**config.mk**
```make
export PLATFORM = sky130hd
export DESIGN_NAME = ogru_ram
export DESIGN_NICKNAME = d
export VERILOG_FILES = /design/src/design/ogru_ram.sv
export SDC_FILE = /design/constraint.sdc
export NUM_CORES = 1
export LEC_CHECK = 0
export BUFFER_PORTS_ARGS = -buffer_cell sky130_fd_sc_hd__buf_2
export CORE_UTILIZATION = 50
export DETAILED_ROUTE_END_ITERATION = 8
export GPL_TIMING_DRIVEN = 1
export PLACE_DENSITY = 0.69
export SLEW_MARGIN = 20
export SYNTH_ARGS = -nofsm -noshare
export SYNTH_HDL_FRONTEND = slang
export SYNTH_SLANG_ARGS = --single-unit
```
**constraint.sdc**
```tcl
create_clock -name clk -period 2.3 [get_ports clk]
set_input_delay 0.115 -clock clk [delete_from_list [all_inputs] [get_ports clk]]
set_output_delay 0.115 -clock clk [all_outputs]
set_load 0.02 [all_outputs]
```
**src/design/ogru_ram.sv**
```systemverilog
// Generic simple dual-port RAM: one write port, one read port, registered read.
// Depends on nothing.
`timescale 1ns / 1ps
module ogru_ram #(
  parameter int WIDTH = 8,
  parameter int DEPTH = 16
) (
  input  logic                     clk,
  input  logic                     we,
  input  logic [$clog2(DEPTH)-1:0] waddr,
  input  logic [WIDTH-1:0]         wdata,
  input  logic [$clog2(DEPTH)-1:0] raddr,
  output logic [WIDTH-1:0]         rdata
);
  logic [WIDTH-1:0] mem [DEPTH];

  always_ff @(posedge clk) begin
    if (we) begin
      mem[waddr] <= wdata;
    end
    rdata <= mem[raddr];
  end
endmodule

```
### After elaboration in Yosys (flattened, before gate mapping)

Memory sizes are Yosys's and may differ from the RTL's. A register that Yosys moved wholly into a read port is not among the register bits.
Index checks and enable logic that the tools add are counted.

| storage, ports and cells | value |
|---|---|
| input port bits | 18 |
| output and inout bits | 8 |
| memory bits (writable) | 128 |
| word-level logic and storage cells | 3 |
| flip-flop bits (word level) | 0 |
| memories | 1 |

| operators by class | value |
|---|---|
| mux-type cells | 2 |

Memory list:

| name | words | bits a word | read ports | clocked after Yosys merged registers in | wr ports | line | RTL |
|---|---|---|---|---|---|---|---|
| mem | 16 | 8 | 1 | 1 | 1 | 15 | `logic [WIDTH-1:0] mem [DEPTH];` |

Operators with widths:

| cell | number |
|---|---|
| $mux 1 | 2 |

### Depth between registers and ports, before layout

Gate-level depths: netlist of run 1.

| depth | value |
|---|---|
| word-level depth | 2 |
| gate-level depth with buffers | 5 |

### Least setup slack after synthesis of run 1

No wires, ideal clock.

| timing | value |
|---|---|
| path kind | input to register |
| start | input waddr[2] |
| end | memory mem[0][0], enable pin |
| stages on the path | 2 |
| arrival | 1.225 ns |
| path slack | 0.692 ns |
| data required time | 1.917 ns |
| buffers on the path | 0 |
| cell sequence | or3b_2 -> nor3_1 |

RTL lines:

| what | line | RTL |
|---|---|---|
| start, declared | 10 | `input logic [$clog2(DEPTH)-1:0] waddr,` |
| end, declared | 15 |  |

No word-level cell before the write port.

==> impl_metrics.toml, run 1 <==
[status]
status = "completed"

[timing]
clock.fmax_mhz = 746
rsz0062_at_grt = "no"
finalSetupViolations = 0
skew_ps = 9.17
setup-tns-final_ps = 0
worst_slack_ps = 960
slew_viol_final = 0
whs_ps = 161
relSlewSlack = 0.472
period_share = 0.583
period_needed_ps = 1340
tightest_slew_ps = 788
report.final.hold_viol_count = 0

[place]
hpwl_microns = 5750
io_buffers = 25
dp_cells = 395
place_area_sq_um = 5500
gp_congestion = 0.703
post-place-ws_ps = 539

[cts]
clk_pin_slew_worst_paths_ps = 60
clock_latency_ps = 510
htree_levels = 4
clockBufferDepth = 2
cts_tree = "yes"
cts_buffers = 17
clockRootBuffer = "clkbuf_8"
clkSinkCount = 136

[synthesis]
ys_seq_area_frac = 0.778
avgSynthCellArea_sq_um = 22.5
ys_seq_elements = 136
ys_types = 19
synth_area_sq_um = 5150
syn_nets = 247
yosys_warnings = 0
synthCells = 229

[worst_setup_path]
cp.arrival_ps = 1730
crit_cells = 3
ff2ff_setup_slack_ps = 960
crit_family = "multiplexers"
slowest_delay_ps = 500
cp_data_required_time_ps = 2690
worst-path-buf-inv = 0
path_max_fanout = 1
start_kind = "register"
timing.critical_path.from = "mem[1][5]$_DFFE_PP_"
worstRegToRegCells = 3
critPathKind = "reg2reg"
r2r_end = "rdata[5]$_DFF_P_"
crit_path_top_delay_cell = "mux4_1"
endpoint_kind = "register"
rr_startpoint = "mem[1][5]$_DFFE_PP_"
path_cells = "mux4_1 -> a22oi_1 -> nand2_1"

[layout]
finalNetCount = 307
syn_to_final_growth_pct = 19.6
drive_gt1_frac = 0.298
antennaDiodeCount = 0
design_area_sq_um = 6160
most-common-layout-cells = "edfxtp_1 (128), buf_2 (25), mux4_2 (18)"
fin_cells = 435
layout_commonest_cell = "edfxtp_1"

[power]
ir_worst_vdd_v = 0.000546
p_leak_uw = 0.00210
p_clk_frac = 0.457
intPower_uw = 4520
p_sw_uw = 1130
combPwrFrac = 0.049
seqPwrFrac = 0.494
power.density_nw_per_um2 = 918
p_sw_frac = 0.199

[floorplan]
die_x_microns = 103
rows = 36
die_h_microns = 103
io_pins = 26
die_area_sq_um = 10700
start_util = 0.522
fp.coreArea_sq_um = 9860

[global_routing]
grt_pass1_vias = 2494
antenna_found_initial = 0
grt_usage = 0.201
grt_overflow = 0
grt_max_degree = 26
grt_pass1_wl_microns = 14300

[route]
viasPerCell = 5.71
drc = 0
wl_microns = 9560
ant_nets = 0
first_pass_iters = 4
wl_per_cell_microns = 22.0
drtIter0Drc = 190
vias = 2486

[flow_run]
cap_violations = 0

[hold_path]
hold_path_startpoint = "waddr[1]"
hold_depth = 3
hold-path-endpoint = "mem[0][5]$_DFFE_PP_"
hold_path_class = "in2reg"
## routing by layer
layer | up-vias | global-route usage | wire (microns)
met5 | - | 0 | 0
met3 | 12 | 0.0477 | 497
met2 | 88 | 0.311 | 4730
met4 | 0 | 0.0888 | 125
li1 | 1092 | - | -
met1 | 1294 | 0.274 | 4210
## synthesized netlist by cell type
library cell     number  area (sq um)
buf_4                 1          7.51
dfxtp_1               8           160
buf_2                 3          15.0
and2_1                1          6.26
nand3_1               1          5.00
buf_6                 3          33.8
nor2b_1               1          6.26
a22oi_1              16           120
nand2b_1              2          12.5
or3b_2                1          8.76
nor3_1                4          20.0
and2b_1               1          7.51
mux4_2               18           405
mux4_1               14           368
nand3b_1              2          15.0
edfxtp_1            128          3840
nand2_1               9          33.8
nor2_1               13          48.8
clkdlybuf4s25_2       3          30.0
## worst reg2reg max path: cells and delay by family (launching register included)
family / cells / cell delay, ps
multiplexers: 1 / 500
AND/OR/NAND/NOR: 1 / 90
flip-flops: 1 / 340
AO/OA/AOI/OAI: 1 / 290
## how the worst max path moves through the flow
| stage | endpoint | slack, ps |
|---|---|---|
| after CTS | rdata[5]$_DFF_P_ | 930 |
| final | rdata[5]$_DFF_P_ | 960 |
| after floorplan | mem[0][0]$_DFFE_PP_ | 690 |
| after global routing | rdata[5]$_DFF_P_ | 880 |
| after detailed placement | rdata[2]$_DFF_P_ | 540 |
| after global placement | rdata[2]$_DFF_P_ | 540 |
## final cells by class
type / instances / area [sq um]
Sequential cell: 136 / 4000
Fill cell: 683 / 3710
Multi-Input combinational cell: 83 / 1060
Clock buffer: 18 / 418
Timing Repair Buffer: 51 / 353
Tap cell: 133 / 166
Clock inverter: 14 / 158
## sequential cells by signal (all words and copies together), names as in the netlist
signal  count
mem       128
rdata       8
## power groups by stage
| stage | Sequential, uW | Clock, uW | Combinational [uW] |
|---|---|---|---|
| 3_5_place_dp | 2840 | 0 | 266 |
| 5_1_grt | 2800 | 2720 | 301 |
| 3_3_place_gp | 2840 | 0 | 263 |
| 2_1_floorplan | 2850 | 0 | 141 |
| 6_report | 2790 | 2590 | 276 |
| 4_1_cts | 2790 | 2610 | 280 |
## kinds of logic after synthesis
kind of cell,synth area share
AOI/OAI and AO/OA,0.0233
DFF,0.778
and+or+nand+nor,0.0318
buffers and inverters,0.0168
muxes,0.150
## per-stage QoR
stage,util,power [uW]
final,0.624,5650
after floorplan,-,3000
after CTS,0.624,5680
after global routing,0.624,5810
after global placement,0.558,3100
after detailed placement,0.558,3110
## timing repair
action / 4_1_cts / 5_1_grt
gates resized for setup: 0 / 0
hold endpoints to repair: 128 / 0
endpoints found under the setup margin: 0 / 0
buffers inserted: 0 / 0
hold buffers: 8 / 0
Note: power is estimated with default switching activity, not from simulation.
==> inputs of run 2 (changes only) <==
==> constraint.sdc (replaced) <==
create_clock -name clk -period 1.24 [get_ports clk]
set_input_delay 0.062 -clock clk [delete_from_list [all_inputs] [get_ports clk]]
set_output_delay 0.062 -clock clk [all_outputs]
set_load 0.02 [all_outputs]
==> run 2 against run 1 <==
  * The flow now finishes with violations (setup timing)
  * Design area increased by 3.3%
  * Sequential power up 85%
  * Register-to-register slack lost 1000 ps
  * Maximum frequency rose by 5.1%
  * Worst hold slack lost 57 ps
  * Clock skew shrank 4.4 ps
  * Final cell count up 3.7%
==> impl_metrics.toml, run 2 (synthesized netlist as in run 1, its figures left out) <==
[timing]
period_share = 1.03
tightest_slew_ps = 963
clock.fmax_mhz = 784
finalSetupViolations = 3
skew_ps = 4.80
worst_slack_ps = -35.3
period_needed_ps = 1280
report.final.hold_viol_count = 0
slew_viol_final = 0
rsz0062_at_grt = "yes"
setup-tns-final_ps = -48.1
relSlewSlack = 0.357

[layout]
seq_area_sq_um = 4000
fillers = 672
layout_commonest_cell = "edfxtp_1"
antennaDiodeCount = 0
fin_cells = 451
multi_input_area_sq_um = 1070
finalNetCount = 323
design_area_sq_um = 6360
fin_util = 0.644
syn_to_final_growth_pct = 23.5
drive_gt1_frac = 0.412
top_regs = "mem: 128 flops, rdata: 8 flops"
largest_register_ffs = 128
most-common-layout-cells = "edfxtp_1 (128), mux4_2 (31), buf_4 (30)"
regMostFlops = "mem"

[power]
p_leak_uw = 0.00217
p_sw_uw = 2080
ir_worst_vdd_v = 0.000905
intPower_uw = 8770
p_clk_frac = 0.468
power.density_nw_per_um2 = 1710
combPwrFrac = 0.055
seqPwrFrac = 0.477
p_sw_frac = 0.192

[floorplan]
rows = 36
die_x_microns = 103
fp.coreArea_sq_um = 9860
die_h_microns = 103
die_area_sq_um = 10700
io_pins = 26
start_util = 0.522

[place]
hpwl_microns = 6300
post-place-ws_ps = -254
io_buffers = 25
gp_congestion = 0.820
dp_cells = 411
place_area_sq_um = 5670

[global_routing]
grt_pass1_vias = 2509
grt_max_degree = 23
grt_overflow = 0
grt_usage = 0.205
antenna_found_initial = 0
grt_pass1_wl_microns = 14600

[flow_run]
cap_violations = 0

[worst_setup_path]
endpoint_kind = "register"
cp_data_required_time_ps = 1630
timing.critical_path.from = "mem[2][6]$_DFFE_PP_"
critPathKind = "reg2reg"
crit_family = "multiplexers"
path_cells = "mux4_2 -> a22oi_2 -> nand2_1"
crit_path_top_delay_cell = "mux4_2"
cp.arrival_ps = 1670
path_max_fanout = 1
slowest_delay_ps = 480
worst-path-buf-inv = 0
start_kind = "register"
rr_startpoint = "mem[2][6]$_DFFE_PP_"

[route]
drtIter0Drc = 118
viasPerCell = 5.59
wl_microns = 9840
drc = 0
wl_per_cell_microns = 21.8
first_pass_iters = 4
ant_nets = 0
vias = 2523

[cts]
htree_levels = 4
clk_pin_slew_worst_paths_ps = 60
clockRootBuffer = "clkbuf_8"
cts_buffers = 17
post_cts_buffers = 0
cts_tree = "yes"
clock_latency_ps = 510
clkSinkCount = 136
clockBufferDepth = 2

[status]
status = "finished with violations"
violations = "setup timing"

[hold_path]
hold_path_startpoint = "waddr[0]"
hold_path_class = "in2reg"
run 2: routing by layer:
metal,routed length [microns],share of wire,global-route usage,vias to the layer above
met3,790,0.080,0.0517,15
met4,167,0.017,0.0953,0
met2,4810,0.49,0.316,104
met5,0,0,0,-
met1,4060,0.41,0.278,1289
li1,-,-,-,1115
run 2: power groups by stage:
stage | Clock [uW] | Sequential [uW] | Combinational (uW)
global route | 5290 | 5180 | 641
finish | 5080 | 5170 | 592
global placement | 0 | 5260 | 532
CTS | 5120 | 5170 | 589
detailed placement | 0 | 5270 | 548
floorplan | 0 | 5290 | 262
run 2: path summary, 6_finish.rpt:
check	to	cells after the start	slack, ps
min reg2reg	rdata[4]$_DFF_P_	3	670
max reg2reg	rdata[6]$_DFF_P_	3	-40
min	mem[0][3]$_DFFE_PP_	3	100
max	rdata[6]$_DFF_P_	3	-40
run 2: timing repair:
item	in CTS	in global routing
setup endpoints to repair	8	8
gates resized for setup	16	7
hold buffers	8	0
pin swaps	4	7
endpoints found under the hold margin	128	0
run 2: area by class of cell:
| cell class | instances | share of cell area |
|---|---|---|
| clock inverter | 9 | 0.0230 |
| multi-input combinational | 83 | 0.169 |
| clock buffer | 23 | 0.0718 |
| sequential | 136 | 0.630 |
| timing repair buffer | 67 | 0.0803 |
| tap | 133 | 0.0262 |
run 2: stage by stage:
step	hold slack (ps)	total power, uW
finish	104	10800
global route	122	11100
CTS	82.4	10900
detailed placement	460	5820
global placement	440	5790
floorplan	161	5560
run 2: worst register-to-register path, cell delays in order (launching register included):
cell      delay (ps)
edfxtp_1         380
mux4_2           480
a22oi_2          190
nand2_1          100
