$ cat config.mk
export PLATFORM = sky130hd
export DESIGN_NAME = ogru_div
export DESIGN_NICKNAME = d
export VERILOG_FILES = /design/src/design/ogru_div.sv
export SDC_FILE = /design/constraint.sdc
export NUM_CORES = 1
export LEC_CHECK = 0
export ABC_CLOCK_PERIOD_IN_PS = 4450
export BUFFER_PORTS_ARGS = -buffer_cell sky130_fd_sc_hd__buf_2
export CAP_MARGIN = 20
export CORE_MARGIN = 2
export CORE_UTILIZATION = 35
export CTS_BUF_LIST = sky130_fd_sc_hd__clkbuf_4 sky130_fd_sc_hd__clkbuf_8 sky130_fd_sc_hd__clkbuf_16
export DETAILED_ROUTE_END_ITERATION = 12
export PLACE_DENSITY_LB_ADDON = 0.05
export SETUP_SLACK_MARGIN = 0.1
export SLEW_MARGIN = 20
export SYNTH_ARGS = -nofsm -noshare
export SYNTH_HDL_FRONTEND = slang
export SYNTH_SLANG_ARGS = --single-unit
$ cat constraint.sdc
create_clock -name clk -period 4.45 [get_ports clk]
set_clock_uncertainty 0.2 [all_clocks]
set_input_delay 0.89 -clock clk [delete_from_list [all_inputs] [get_ports clk]]
set_output_delay 0.89 -clock clk [all_outputs]
set_load 0.005 [all_outputs]
$ cat src/design/ogru_div.sv
// Restoring divider, one quotient bit per cycle.
// Depends on nothing.
`timescale 1ns / 1ps
module ogru_div (
  input  logic        clk,
  input  logic        rst,
  input  logic        start,
  input  logic [15:0] dividend,
  input  logic [15:0] divisor,
  output logic        busy,
  output logic [15:0] quotient
);
  logic [15:0] rem;
  logic [15:0] dvsr;
  logic [4:0]  cnt;
  logic [16:0] trial;

  assign trial = {rem, quotient[15]} - {1'b0, dvsr};

  always_ff @(posedge clk) begin
    if (rst) begin
      busy <= 1'b0;
      cnt  <= 5'd0;
    end else if (start) begin
      busy     <= 1'b1;
      cnt      <= 5'd16;
      rem      <= 16'd0;
      quotient <= dividend;
      dvsr     <= divisor;
    end else if (busy) begin
      if (!trial[16]) begin
        rem      <= trial[15:0];
        quotient <= {quotient[14:0], 1'b1};
      end else begin
        rem      <= {rem[14:0], quotient[15]};
        quotient <= {quotient[14:0], 1'b0};
      end
      cnt <= cnt - 5'd1;
      if (cnt == 5'd1) begin
        busy <= 1'b0;
      end
    end
  end
endmodule

---- Word-level counts from Yosys, hierarchy flattened ----
Cells that the tools add are included.
Widths: inputs -> output; s select.
storage, ports and cells
  input bits .............................. 35
  flip-flop bits (word level) ............. 54
  word-level logic and storage cells ...... 24
cells by class
  add/sub/neg operators ................... 2
  equality and inequality tests ........... 1
  bitwise logic cells ..................... 1
  muxes and demuxes ....................... 10
  reductions and logical operators ........ 4
operators with widths
  operator             count
  $mux 16              4
  $sub 17x16->17       1
  $mux 5               2
  $eq 5x1->1 const B   1
  $sub 5x1->5 const B  1
  $mux 1               4
  $reduce_and 2->1     2
  $reduce_bool 2->1    1
  $reduce_or 2->1      1
  $not 1->1            1

---- Logic depth before layout (Yosys ltp) ----
Gate-level depths: netlist (run 1).
  word-level depth ........................ 4
  mapped depth ............................ 10
  gate-level depth less buffers ........... 9

---- Worst setup path before layout (run 1) ----
OpenSTA, ideal clock, no wires.
  path kind ............................... input -> register
  start point ............................. input port start
  end point ............................... register quotient[0] (enable)
  path buffers ............................ 2
  path slack .............................. 965 ps
  stages on the path ...................... 4
  data arrival time ....................... 2,864 ps
  data required time ...................... 3,829 ps
  library setup time ...................... 421 ps
  cell sequence ........................... clkbuf_1 > clkbuf_1 > nor2_1 > nor2_1
on the way
  longest elaborated chain between the ends .. 2
ends and longest elaborated chain
  what                                line  RTL
  start, declared                     7     input logic start,
  $reduce_bool 2->1 (no source line)  -
  $reduce_and 2->1 (no source line)   -
  end signal, assigned                28    quotient <= dividend;
  end signal, assigned                33    quotient <= {quotient[14:0], 1'b1};
  end signal, assigned                36    quotient <= {quotient[14:0], 1'b0};
  end, declared                       11    output logic [15:0] quotient
No other way between the ends.
A chain may end at the register's enable or synchronous reset.

---- Worst setup path after layout (run 1) ----
  start point ............................. register rem[4]
  end point ............................... register rem[9], data pin
on the way
  longest elaborated chain between the ends .. 3
ends and longest elaborated chain
  what                    line  RTL
  start, declared         13    logic [15:0] rem;
  start signal, assigned  32    rem <= trial[15:0];
  start signal, assigned  35    rem <= {rem[14:0], quotient[15]};
  $sub 17x16->17          18    assign trial = {rem, quotient[15]} - {1'b0, dvsr};
  $mux 16                 31    if (!trial[16]) begin
  $mux 16                 30    end else if (busy) begin
No other way between the ends. The select of a mux whose other input is x is not followed.

==> results.cfg, run 1 <==
[logic_synthesis]
synthAdderAreaFrac = 0.0787
synth_compound_area_frac = 0.117
muxShareOfSynthArea = 0.111
synth_top_area_share = 0.462
synth_area_leaders = edfxtp_1, ha_1, mux2_2
synthArstFlopShare = 0
synth-seq-area-share = 0.501
ys_ff_latch = 54
synth_flop_cell = edfxtp_1
ys_warn_count = 0
synth_top_family_by_area = simple AND/OR/NAND/NOR gates
yosysTopAreaCell = edfxtp_1
synthMostInstantiatedCell = edfxtp_1
synth_area_per_cell_um2 = 11.2
synth-simple-area-share = 0.123
synth_edf_count = 48
synthXorXnorAreaFrac = 0.0285
synth_fp_nets = 333
ys_types = 43
synth_area_um2 = 3120
postSynthCellCount = 279
netlist_top_cells_count = edfxtp_1, nand2_1, inv_1, a21oi_1, mux2_2

[clocking]
cts_made_buffers = 5
clk_pin_slew_ps = 100
cts_htree_levels = 2
cts_tree = yes
cts_buffer_depth = 2
postCtsSetupBuffers = 0
clock_latency_ps = 310
clock-sinks = 54
cts_hold_buf = 0
cts_resized = 0
clockRootBuffer = clkbuf_8

[timing]
hold_viol = 0
holdWs_ps = 313
setup-violations-final = 0
worst_slew_pin_slew_ps = 732
drv_slew = 0
finalCritPeriodShare = 0.697
rsz0062_at_grt = false
fin_crit_ps = 3100
setup-tns-final_ps = 0
max_freq_ghz = 0.322
max-slew-margin-rel = 0.511

[setup_path]
crit_chain = ha_1, a21oi_1, nor2b_2, a21o_1, a21oi_4, xnor2_4, mux2_2
critPathMaxStageDelay_ps = 580
cp_max_fo = 17
cp.required_ps = 4320
crit_path_start_kind = register
reg2reg_to = rem[9]
reg2reg_depth = 7
cp.arrival_ps = 2970
endpoint_kind = register
slowest_stage = xnor2_4
critPathKind = reg2reg
reg2reg_slack_ps = 1350
r2r_start = rem[4]

[placed_design]
io_buffer_count = 51
routabilityCongestion = 0.796
place_area_um2 = 3500
dp_hpwl_um = 4720
dpl.cell_count = 433

[layout]
layout-drive-gt1-share = 0.258
antenna_cells = 0
layout.cells.non_filler = 441
area_growth_pct = 15.4
nets = 386
final_area_um2 = 3600

[floorplanning]
fp.dieW_um = 98.4
core_um2 = 8680
die-area_um2 = 9680
die_h_um = 98.4
start_util = 0.359
ios = 52
rows = 34

[min_path]
worstHoldStart = cnt[1]
hold_class = reg2reg
min_to = cnt[1]
min_path_cells = 2

[flow_run]
drv_cap = 0

[power]
static-leakage-power_nw = 1.49
powerDensity_nw_per_um2 = 371
ir_drop_mv = 0.136
finalPower_mw = 1.33

[global_routing]
grt-ovfl-total = 0
grt_usage = 0.140
grt_max_degree = 36
grt_antenna_before_repair = 0
grt_pass1_wl_um = 10800
first_global_vias = 2178

[drt]
vias_per_cell = 5.05
vias = 2227
ant_nets = 0
route.detailed.drc = 0
wl_um = 6480
drt-initial-drc-count = 132
wl_per_cell_um = 14.7
drt_pass1_iterations = 4

[status]
run_status = finished, final reports clean
[critical path, delay by kind of cell, from the launching register on]
kind,cells,cell delay [ps]
multiplexers,1,420
flip-flops,1,400
adder cells (fa/ha/maj),1,380
AND/OR/NAND/NOR,1,260
XOR/XNOR,1,580
AO/OA/AOI/OAI,3,610
[worst max path at each step]
stage / start / endpoint / slack (ps) / cells after the start
global route: rem[4] / rem[8] / 1140 / 7
detailed placement: rem[4] / rem[9] / 1350 / 7
floorplan: start / quotient[0] / 960 / 4
CTS: rem[4] / rem[9] / 1330 / 7
finish: rem[4] / rem[9] / 1350 / 7
global placement: rem[5] / rem[8] / 1410 / 7
[where the power goes]
| part | total [mW] | leakage, nW | switching [mW] | internal, mW |
|---|---|---|---|---|
| Sequential | 0.636 | 0.508 | 0.0233 | 0.613 |
| Clock | 0.303 | 0.0523 | 0.167 | 0.135 |
| Combinational | 0.394 | 0.933 | 0.216 | 0.179 |
[sequential cells by signal, indices dropped and copies added, names as in the netlist]
name and cells:
rem 16, cnt 5, busy 1, dvsr 16
quotient 16
[through the flow]
stage / utilization / worst slack, ps
floorplan: - / 965
global placement: 0.403 / 1410
detailed placement: 0.403 / 1350
CTS: 0.414 / 1330
global route: 0.414 / 1140
finish: 0.414 / 1350
[kinds of logic after synthesis]
family                     after synthesis
muxes                                   32
buffers and inverters                   31
DFF                                     54
and+or+nand+nor                         79
adders and majority gates               19
AOI/OAI and AO/OA                       56
xor gates and xnor gates                 8
[area by class of cell]
cell class | count | area, um2
fill | 886 | 5080
clock buffer | 7 | 90.1
clock inverter | 1 | 8.76
inverter | 22 | 82.6
tap | 108 | 135
timing repair buffer | 55 | 285
multi-input combinational | 194 | 1430
sequential | 54 | 1560
[metal layers]
layer  track usage  vias up  part of all wire
li1              -     1123                 -
met1         0.204     1057              0.52
met2         0.214       42              0.44
met3        0.0308        5             0.035
met4        0.0348        0            0.0094
met5             0        -                 0
[cells in the final DEF, fill, tap and decap left out, types with 3 or more instances in the layout]
master,netlist,layout
dfxtp_1,6,6
o21ai_0,7,7
nor2_1,14,13
nand2_1,24,24
o211ai_1,6,6
mux2_2,19,19
nand2b_1,8,8
inv_1,22,22
mux2i_1,11,11
a211oi_1,3,3
buf_4,0,4
clkbuf_8,0,6
a21o_1,6,6
buf_2,1,51
ha_1,18,18
o21a_1,3,3
nand3_1,5,5
edfxtp_1,48,48
nor3_1,13,13
nor2b_1,6,6
a21oi_1,21,21
xnor2_1,5,5
(Power assumes the default switching activity.)
==> run 2, diff against run 1 <==
--- a/config.mk
+++ b/config.mk
@@ -5,7 +5,7 @@
 export SDC_FILE = /design/constraint.sdc
 export NUM_CORES = 1
 export LEC_CHECK = 0
-export ABC_CLOCK_PERIOD_IN_PS = 4450
+export ABC_CLOCK_PERIOD_IN_PS = 2800
 export BUFFER_PORTS_ARGS = -buffer_cell sky130_fd_sc_hd__buf_2
 export CAP_MARGIN = 20
 export CORE_MARGIN = 2
==> constraint.sdc (replaced) <==
create_clock -name clk -period 2.8 [get_ports clk]
set_clock_uncertainty 0.2 [all_clocks]
set_input_delay 0.56 -clock clk [delete_from_list [all_inputs] [get_ports clk]]
set_output_delay 0.56 -clock clk [all_outputs]
set_load 0.005 [all_outputs]
==> run 2 against run 1 <==
Net effect:
- cell count is 5.9% higher
- final area is 7.4% higher
- critical path type unchanged
- combinational power is 100% higher
- via count is 4.7% higher
==> results.cfg, run 2 (synthesized netlist as in run 1, its figures left out) <==
[status]
run_status = finished, final reports clean

[layout]
layout_commonest_cell = buf_2
area_growth_pct = 23.9
utilization = 0.445
layout.cells.non_filler = 467
largestRegisters = dvsr x16, quotient x16, rem x16
nets = 412
final_area_um2 = 3860
layout-drive-gt1-share = 0.343
layout_common_cells = buf_2, edfxtp_1, buf_4
antenna_cells = 0

[placed_design]
place_area_um2 = 3640
io_buffer_count = 51
place_ws_ps = -46.2
dpl.cell_count = 452
dp_hpwl_um = 5120
routabilityCongestion = 0.834

[setup_path]
r2r_start = dvsr[0]
cp.required_ps = 2670
cp_max_fo = 5
endpoint_kind = register
reg2reg_slack_ps = 100
reg2reg_to = rem[1]
critPathKind = reg2reg
crit_path_start = dvsr[0]
crit_path_start_kind = register
reg2reg_depth = 9
cp.arrival_ps = 2560

[power]
power_frac_seq = 0.450
power_frac_clock = 0.198
finalPower_mw = 2.25
static-leakage-power_nw = 1.63
intPower_mw = 1.57
powerDensity_nw_per_um2 = 583
combPwrFrac = 0.352
power.switching_uw = 683
ir_drop_mv = 0.239
p_sw_frac = 0.303

[clocking]
clock_latency_ps = 310
cts_made_buffers = 5
clk_pin_slew_ps = 100
cts_buffer_depth = 2
cts_hold_buf = 0
cts_htree_levels = 2
clockRootBuffer = clkbuf_8
clock-sinks = 54
cts_tree = yes

[drt]
drt_pass1_iterations = 4
drt-initial-drc-count = 120
wl_um = 6820
vias_per_cell = 4.99
wl_per_cell_um = 14.6
route.detailed.drc = 0
vias = 2331
ant_nets = 0

[floorplanning]
core_um2 = 8680
die-area_um2 = 9680
ios = 52
rows = 34
fp.dieW_um = 98.4
start_util = 0.359
die_h_um = 98.4

[timing]
holdWs_ps = 218
rsz0062_at_grt = true
drv_slew = 0
setup-tns-final_ps = 0
worst_slew_pin_slew_ps = 391
setup-violations-final = 0
fin_crit_ps = 2700
max-slew-margin-rel = 0.735
finalCritPeriodShare = 0.964
hold_viol = 0
max_freq_ghz = 0.371
setup_slack_ps = 102

[flow_run]
drv_cap = 0

[global_routing]
grt-ovfl-total = 0
grt_pass1_wl_um = 11400
first_global_vias = 2267
grt_max_degree = 27
grt_antenna_before_repair = 0
grt_usage = 0.148

[min_path]
worstHoldStart = divisor[15]
min_path_cells = 1
hold_class = in2reg
min_to = dvsr[15]
run 2: worst max-delay path by stage:
| stage | to | slack (ps) | depth (start not counted) |
|---|---|---|---|
| finish | rem[1] | 100 | 9 |
| global placement | rem[12] | 3 | 10 |
| floorplan | rem[12] | 80 | 9 |
| CTS | rem[1] | 20 | 10 |
| detailed placement | rem[12] | -50 | 10 |
| global route | rem[1] | 20 | 9 |
run 2: power groups by stage:
stage	clock, mW	combinational, mW	sequential, mW
detailed placement	0	0.706	1.03
CTS	0.469	0.755	1.01
floorplan	0	0.487	1.02
global route	0.499	0.882	1.02
global placement	0	0.708	1.03
finish	0.446	0.793	1.01
run 2: worst max-delay path, stage by stage (launching register included):
cell	delay, ps
edfxtp_1	420
ha_4	180
fa_2	330
nand2b_4	150
a21o_1	190
a21o_1	200
a21oi_4	190
xnor2_4	150
buf_6	140
mux2_2	330
run 2: timing repair:
| action | CTS | global route |
|---|---|---|
| setup buffers | 5 | 2 |
| resized for setup | 7 | 11 |
| pin swaps | 4 | 3 |
| setup endpoints to repair | 12 | 16 |
run 2: routing by layer:
layer | share of wire | GRT usage
met4 | 0.012 | 0.0411
met5 | 0 | 0
met3 | 0.028 | 0.0251
met2 | 0.45 | 0.231
met1 | 0.51 | 0.212
run 2: cell type report:
class / instances / area [um2]
Clock inverter: 2 / 13.8
Sequential cell: 54 / 1560
Timing Repair Buffer: 81 / 495
Inverter: 22 / 82.6
Multi-Input combinational cell: 194 / 1500
Tap cell: 108 / 135
Clock buffer: 6 / 76.3
Fill cell: 863 / 4820
==> run 3, diff against run 2 <==
--- a/config.mk
+++ b/config.mk
@@ -9,7 +9,7 @@
 export BUFFER_PORTS_ARGS = -buffer_cell sky130_fd_sc_hd__buf_2
 export CAP_MARGIN = 20
 export CORE_MARGIN = 2
-export CORE_UTILIZATION = 35
+export CORE_UTILIZATION = 51
 export CTS_BUF_LIST = sky130_fd_sc_hd__clkbuf_4 sky130_fd_sc_hd__clkbuf_8 sky130_fd_sc_hd__clkbuf_16
 export DETAILED_ROUTE_END_ITERATION = 12
 export PLACE_DENSITY_LB_ADDON = 0.05
==> run 3 against run 2 <==
Net effect:
- critical path depth did not move
- maximum frequency barely moved
- count of clock-buffer cells in the layout did not move
- power decreased by 2.0%
- first-iteration DRC count grew 7.5%
- register-to-register slack about the same
- critical path type unchanged
- highest routed layer unchanged
==> results.cfg, run 3 (synthesized netlist as in run 1, its figures left out) <==
[min_path]
worstHoldStart = divisor[14]
min_to = dvsr[14]
min_path_cells = 1
hold_class = in2reg

[flow_run]
drv_cap = 0

[clocking]
clock-sinks = 54
clk_pin_slew_ps = 100
cts_htree_levels = 2
cts_buffer_depth = 2
cts_tree = yes
clock_latency_ps = 310
cts_made_buffers = 5
clockRootBuffer = clkbuf_8

[setup_path]
cp_top_family = compound AO/OA/AOI/OAI gates
critPathMaxStageDelay_ps = 420
crit_path_start_kind = register
slowest_stage = edfxtp_1
crit_path_frequent_cell = a21o_1
endpoint_kind = register
cp.required_ps = 2660
critPathKind = reg2reg
worst-path-buf-inv = 1
r2r_start = dvsr[0]
reg2reg_to = rem[9]
reg2reg_depth = 9
reg2reg_slack_ps = 100
cp_max_fo = 6
cp.arrival_ps = 2560
crit_chain = ha_4, fa_2, nand2b_4, a21o_1, a21o_1, a21oi_4, xnor2_4, buf_12, mux2_2

[timing]
hold_viol = 0
setup-tns-final_ps = 0
drv_slew = 0
holdWs_ps = 215
max-slew-margin-rel = 0.762
finalCritPeriodShare = 0.964
max_freq_ghz = 0.371
rsz0062_at_grt = true
fin_crit_ps = 2700
setup-violations-final = 0
worst_slew_pin_slew_ps = 353

[floorplanning]
rows = 28
core_um2 = 5920
start_util = 0.526
fp.dieW_um = 82.2
die-area_um2 = 6750
ios = 52
die_h_um = 82.2

[placed_design]
place_area_um2 = 3600
dp_hpwl_um = 4810
routabilityCongestion = 0.888
io_buffer_count = 51

[power]
static-leakage-power_nw = 1.61
powerDensity_nw_per_um2 = 587
ir_drop_mv = 0.291

[global_routing]
grt_usage = 0.203
first_global_vias = 2149
grt_max_degree = 24
grt_pass1_wl_um = 10200
grt_antenna_before_repair = 0
grt-ovfl-total = 0

[drt]
drt_pass1_iterations = 4
vias = 2317
vias_per_cell = 5.40
wl_um = 6490
ant_nets = 0
drt-initial-drc-count = 129
wl_per_cell_um = 15.1
route.detailed.drc = 0

[layout]
nets = 407
regArea_um2 = 1560
layout_commonest_cell = buf_2
antenna_cells = 0
area_growth_pct = 20.6
multiInputGateArea_um2 = 1470
largestRegisters = dvsr x16, quotient x16, rem x16
layout-drive-gt1-share = 0.322
final_area_um2 = 3760
nFillCells = 474
layout_common_cells = buf_2, edfxtp_1, nand2_1

[status]
run_status = finished, final reports clean
==> run 3: how the worst max path moves through the flow <==
stage / start / end / slack (ps) / depth (start not counted)
floorplan: quotient[15] / rem[12] / 80 / 9
global placement: quotient[15] / rem[1] / 50 / 10
detailed placement: quotient[15] / rem[1] / -10 / 10
CTS: quotient[15] / rem[9] / 40 / 10
global route: quotient[15] / rem[9] / 4 / 10
finish: dvsr[0] / rem[9] / 100 / 9
==> run 3: area by class of cell <==
class / instances / area share
clock inverters: 2 / 0.00366
clock buffers: 6 / 0.0203
repair buffers: 76 / 0.122
multi-input cells: 194 / 0.391
inverters: 22 / 0.0220
flip-flops and latches: 54 / 0.415
well taps: 75 / 0.0250
==> run 3: where the power goes <==
| part | total, mW | internal [mW] | switching [mW] | leakage (nW) |
|---|---|---|---|---|
| sequential | 1.01 | 0.974 | 0.0404 | 0.508 |
| clock | 0.444 | 0.189 | 0.256 | 0.0490 |
| combinational | 0.749 | 0.378 | 0.371 | 1.05 |
==> run 3: repair_timing <==
action / CTS / global route
cloned: 0 / 0
hold buffers: 0 / 0
pin swaps: 3 / 3
buffers inserted: 3 / 1
endpoints found under the setup margin: 15 / 16
resized for setup: 5 / 5
==> run 3: worst reg2reg max path: stages, from the launching register on <==
cell,delay (ps)
edfxtp_1,420
ha_4,180
fa_2,330
nand2b_4,150
a21o_1,170
a21o_1,190
a21oi_4,180
xnor2_4,150
buf_12,140
mux2_2,330
==> run 3: layer usage <==
metal	part of all wire	vias up	GRT usage	wire length [um]
met5	0	-	0	0
met1	0.50	1116	0.286	3250
met2	0.47	25	0.325	3080
li1	-	1172	-	-
met3	0.019	4	0.0359	121
met4	0.0057	0	0.0550	37
==> run 3: metrics by stage <==
step	worst slack [ps]	power [mW]	utilization	std cells
after global routing	3.62	2.33	0.635	429
final	101	2.21	0.635	429
after floorplan	79.4	1.51	-	279
after global placement	50.1	1.72	0.607	417
after detailed placement	-11.8	1.74	0.607	417
after CTS	41.2	2.21	0.629	428
